==> config.mk <==
export PLATFORM = sky130hd
export DESIGN_NAME = rpb_log_stage
export DESIGN_NICKNAME = d
export VERILOG_FILES = /design/src/design/rpb_pkg.sv /design/src/design/rpb_log_stage.sv
export SDC_FILE = /design/constraint.sdc
export NUM_CORES = 2
export LEC_CHECK = 0
export BUFFER_PORTS_ARGS = -buffer_cell sky130_fd_sc_hd__clkbuf_2
export CAP_MARGIN = 10
export CORE_MARGIN = 5
export CORE_UTILIZATION = 60
export CTS_CLUSTER_SIZE = 8
export DETAILED_ROUTE_END_ITERATION = 8
export HOLD_SLACK_MARGIN = 0.03
export PLACE_DENSITY = 0.77
export SLEW_MARGIN = 20
export SYNTH_ARGS = -nofsm -noshare
export SYNTH_HDL_FRONTEND = slang
export SYNTH_SLANG_ARGS = --single-unit
==> constraint.sdc <==
create_clock -name clk -period 13.53 [get_ports clk]
set_clock_uncertainty 0.05 [all_clocks]
set_input_delay 1.353 -clock clk [delete_from_list [all_inputs] [get_ports clk]]
set_output_delay 1.353 -clock clk [all_outputs]
set_load 0.03 [all_outputs]
==> src/design/rpb_pkg.sv <==
package rpb_pkg;

  // mantissa of the fixed-point log is held in Q1.MANT_BITS
  localparam int MANT_BITS = 30;
  localparam int MW = MANT_BITS + 1;

  localparam int NB_W = 9;
  localparam int MD_W = 13;
  localparam int CFG_W = 13;
  localparam int IDX_W = 2;
  localparam int BKT_W = 8;

  localparam logic [IDX_W-1:0] REG_NUM_BUCKETS   = 2'd0;
  localparam logic [IDX_W-1:0] REG_DIST_LIMIT    = 2'd1;
  localparam logic [IDX_W-1:0] REG_BIDIRECTIONAL = 2'd2;

  localparam logic [NB_W-1:0] NUM_BUCKETS_RST = 9'd32;
  localparam logic [MD_W-1:0] DIST_LIMIT_RST  = 13'd128;

endpackage

==> src/design/rpb_log_stage.sv <==
module rpb_log_stage #(
  parameter int FRAC_BITS = 16
) (
  input  logic                    clk,
  input  logic                    en,
  input  logic [rpb_pkg::MW-1:0]  m_in,
  input  logic [FRAC_BITS-1:0]    frac_in,
  output logic [rpb_pkg::MW-1:0]  m_out,
  output logic [FRAC_BITS-1:0]    frac_out
);
  import rpb_pkg::*;

  logic [2*MW-1:0] sq;
  logic [MW:0]     t;
  logic [MW-1:0]   m_next;
  logic [FRAC_BITS-1:0] frac_next;

  // square, back to Q1.30; a square of 2 or more yields a one bit
  always_comb begin
    sq = m_in * m_in;
    t = sq[MANT_BITS +: MW+1];
    if (t[MW]) begin
      m_next = t[MW:1];
      frac_next = {frac_in[FRAC_BITS-2:0], 1'b1};
    end else begin
      m_next = t[MW-1:0];
      frac_next = {frac_in[FRAC_BITS-2:0], 1'b0};
    end
  end

  always_ff @(posedge clk) begin
    if (en) begin
      m_out <= m_next;
      frac_out <= frac_next;
    end
  end

endmodule

Word-level counts from Yosys, hierarchy flattened
Cells that the tools add are included.

cells by class
  multiply operators = 1
  multiplexer cells = 2

operator list
  kind              count
  $mul A31 B31 Y62  1
  $mux W30          1
  $mux W1           1

storage, ports and cells
  flip-flop bits (word level) = 47
  input port bits = 49

Logic depth before layout (Yosys ltp)
  depth in word-level cells = 2
  gate-level depth with buffers = 32

Least setup slack after synthesis
No wires, ideal clock.

  path type = input to register
  start point = input port m_in[25] (netlist name)
  end point = register m_out[22] (netlist name), data pin
  library setup time = 260 ps
  arrival = 8843 ps
  setup slack = 4376 ps
  cell stages on the path = 30
  buffers on the path = 6
  cells stage by stage = clkbuf_1 -> clkbuf_1 -> nand2_1 -> fa_1 -> fa_1 -> inv_1 -> fa_1 -> inv_1 -> fa_1 -> inv_1 -> fa_1 -> fa_1 -> fa_1 -> inv_1 -> fa_1 -> inv_1 -> ha_1 -> buf_2 -> nand4_1 -> nor4_4 -> nand3_1 -> a211oi_2 -> nor3_1 -> or4_4 -> and3_1 -> buf_6 -> nor2_4 -> buf_6 -> buf_12 -> mux2_4

between the ends
  longest elaborated chain between the ends = 2

ends and longest elaborated chain
  what                    RTL line             RTL
  start: declaration      rpb_log_stage.sv:6   input logic [rpb_pkg::MW-1:0] m_in,
  $mul A31 B31 Y62        rpb_log_stage.sv:20  sq = m_in * m_in;
  $mux W30                rpb_log_stage.sv:22  if (t[MW]) begin
  via m_next[22]          rpb_log_stage.sv:15  logic [MW-1:0] m_next;
  end signal: assignment  rpb_log_stage.sv:33  m_out <= m_next;
  end: declaration        rpb_log_stage.sv:8   output logic [rpb_pkg::MW-1:0] m_out,

The timed path passes the listed nets, and every way through them passes these cells.
A chain may end at the register's enable or synchronous reset.

Worst setup path in the final report
  start point = input port m_in[14] (netlist name)
  end point = register m_out[7] (netlist name), data pin

The elaborated chain is that of the path after synthesis.

==> metrics.yaml <==
synth:
  ys.flop_type: "edfxtp_1"
  synth_cell_type_count: 70
  yosysTopAreaCell: "fa_1"
  synth.cell_area_sq_um: 28900
  ys_async_sr_fraction_pct: 0
  synth_area_per_cell_sq_um: 9.56
  synth-seq-area-share_pct: 4.89
  synth_top_cell_area_share_pct: 51.8
  ys_ff_latch: 47
  netlist_top_cells_area: "fa_1 (52%), inv_1 (12%), ha_1 (12%)"
  synth_edf_count: 47
  synthCells: 3019
  synth_fp_nets: 4084
  synth_warnings: 0
placement:
  hpwl_um: 57400
  gp_congestion: 0.930
  placed_area_sq_um: 29700
  io_buffers: 94
cells_and_area:
  n_antenna_cell: 0
  final_layout_size_suffix_gt1_share_pct: 5.03
  fin_area_sq_um: 29900
  syn2layout_area_growth_pct: 3.45
  nets: 4084
drt:
  firstDrtPassIters: 5
  routed_via_density: 5.55
  wire_per_inst_um: 19.5
  drtIter0Drc: 1191
  wirelength_um: 70800
  drc: 0
  vias: 20200
  drtAntennaViolNets: 0
cts:
  cts-root-buf: "clkbuf_16"
  cts_buffer_depth: 2
  tritoncts: "done"
  cts_resized: 0
  ctsHoldBuffers: 0
  clock-sinks: 47
  post_cts_buffers: 0
  htreeDepth: 2
  cts_made_buffers: 5
  path_clk_slew_ps: 70
global_route:
  grt_pass1_vias: 23700
  grt_pass1_wl_um: 119000
  grt_usage_pct: 28.4
  grt.overflow.total: 0
  antenna_found_initial: 2
  grt_max_degree: 48
worst_setup_path:
  cp-start-kind: "input pin"
  critical_path_arrival_ps: 10760
  cp_common_cell: "fa_1"
  slowest_delay_ps: 850
  critPathLaunch: "m_in[14]"
  end_kind: "flop"
  worst-endpoint-required_ps: 13510
  worstSetupPathType: "in2reg"
  cp_max_fo: 29
  cp_slowest_cell: "nor3_1"
job:
  maxCapViolCount: 0
floorplan:
  pin_count: 96
  std_cell_rows: 80
  start_util_pct: 60.6
  core_sq_um: 47600
  dieHeight_um: 229
  die_area_sq_um: 52600
  die_w_um: 229
timing:
  slew_violations: 0
  tightestPinTransition_ps: 1140
  rsz0062_at_grt: "false"
  period_needed_ps: 10780
  fin_tns_setup_ps: 0
  finalSetupViolations: 0
  finalHoldViolCount: 0
  post-route-period-util_pct: 79.7
  maxClockFrequency_ghz: 0.0928
  relSlewSlack_pct: 24.0
min_path:
  min_path_type: "in2reg"
  min_from: "frac_in[7]"
  min_delay_worst_endpoint: "frac_out[8]"
  hold_path_depth: 1
run_status:
  status: "completed"
==> final cells by class <==
cell class	count	area, sq um
repair buffers	105	553
flip-flops and latches	47	1410
clock buffers	5	125
inverters	920	3450
well taps	615	769
clock inverters	3	27.5
multi-input cells	1940	23500
fillers	3838	17800
==> sequential cells by signal, indices dropped and copies added, names as in the netlist <==
name	count
m_out	31
frac_out	16
==> cell families after synthesis <==
logic type      Yosys count  share of synthesized area (%)
compound gates          199                           4.50
flops                    47                           4.89
mux                      30                           1.14
buf+inv                1032                           13.6
fa+ha+maj              1016                           63.5
xor+xnor                 53                           1.61
simple gates            642                           10.8
==> critical path, delay by kind of cell <==
family,cells,cell delay (ps)
AO/OA/AOI/OAI,4,810
adder cells (fa/ha/maj),9,4380
buffers and inverters,6,1530
multiplexers,1,420
AND/OR/NAND/NOR,5,2230
==> placed cells by master, fill, tap and decap left out, types with 16 or more instances in the layout <==
| cell type | n |
|---|---|
| inv_1 | 919 |
| fa_1 | 747 |
| nand2_1 | 301 |
| ha_1 | 269 |
| and2_1 | 190 |
| clkbuf_2 | 93 |
| a21oi_1 | 62 |
| nor2_1 | 60 |
| edfxtp_1 | 47 |
| o21ai_0 | 38 |
| xnor2_1 | 32 |
| a21o_1 | 28 |
| xor2_1 | 21 |
| mux2_2 | 20 |
| nand3_1 | 19 |
| nand4_1 | 16 |
==> cell usage after synthesis, drive strengths merged (7+ instances only) <==
cell type    n
mux2        21
nor2b        8
mux2i        9
and3         8
nand3       20
nor2        61
clkbuf      96
nor3        15
o21bai       8
o21ai       38
buf         16
a21o        28
nand2      302
fa         747
a31oi        7
nand4       16
a21oi       63
a211oi      10
and2       190
edfxtp      47
xor2        21
xnor2       32
ha         269
inv        919
==> through the flow <==
| step | cells | hold WS (ps) | setup slack (ps) | utilization, % |
|---|---|---|---|---|
| floorplan | 3019 | 1400 | 4380 | - |
| global placement | 3627 | 1480 | 2930 | 62.4 |
| detailed placement | 3627 | 1480 | 2720 | 62.4 |
| CTS | 3635 | 1190 | 3010 | 62.7 |
| global route | 3635 | 1180 | 2570 | 62.7 |
| finish | 3635 | 1190 | 2750 | 62.7 |
==> layer usage <==
layer / wire [um] / up-vias / track usage (%)
met2: 36200 / 851 / 50.7
met3: 5230 / 270 / 3.83
met5: 0 / - / 0
met4: 3980 / 0 / 12.0
li1: - / 8786 / -
met1: 25400 / 10300 / 34.9
==> how the worst max path moves through the flow <==
stage	end	slack, ps	cells after the start
2_1_floorplan	m_out[22]	4380	30
3_5_place_dp	m_out[14]	2720	25
3_3_place_gp	m_out[8]	2930	25
6_report	m_out[7]	2750	25
5_1_grt	m_out[7]	2570	25
4_1_cts	m_out[17]	3010	25
Power is not shown: default switching activity piles up to over one toggle a cycle in this logic, so the estimate is an artifact.
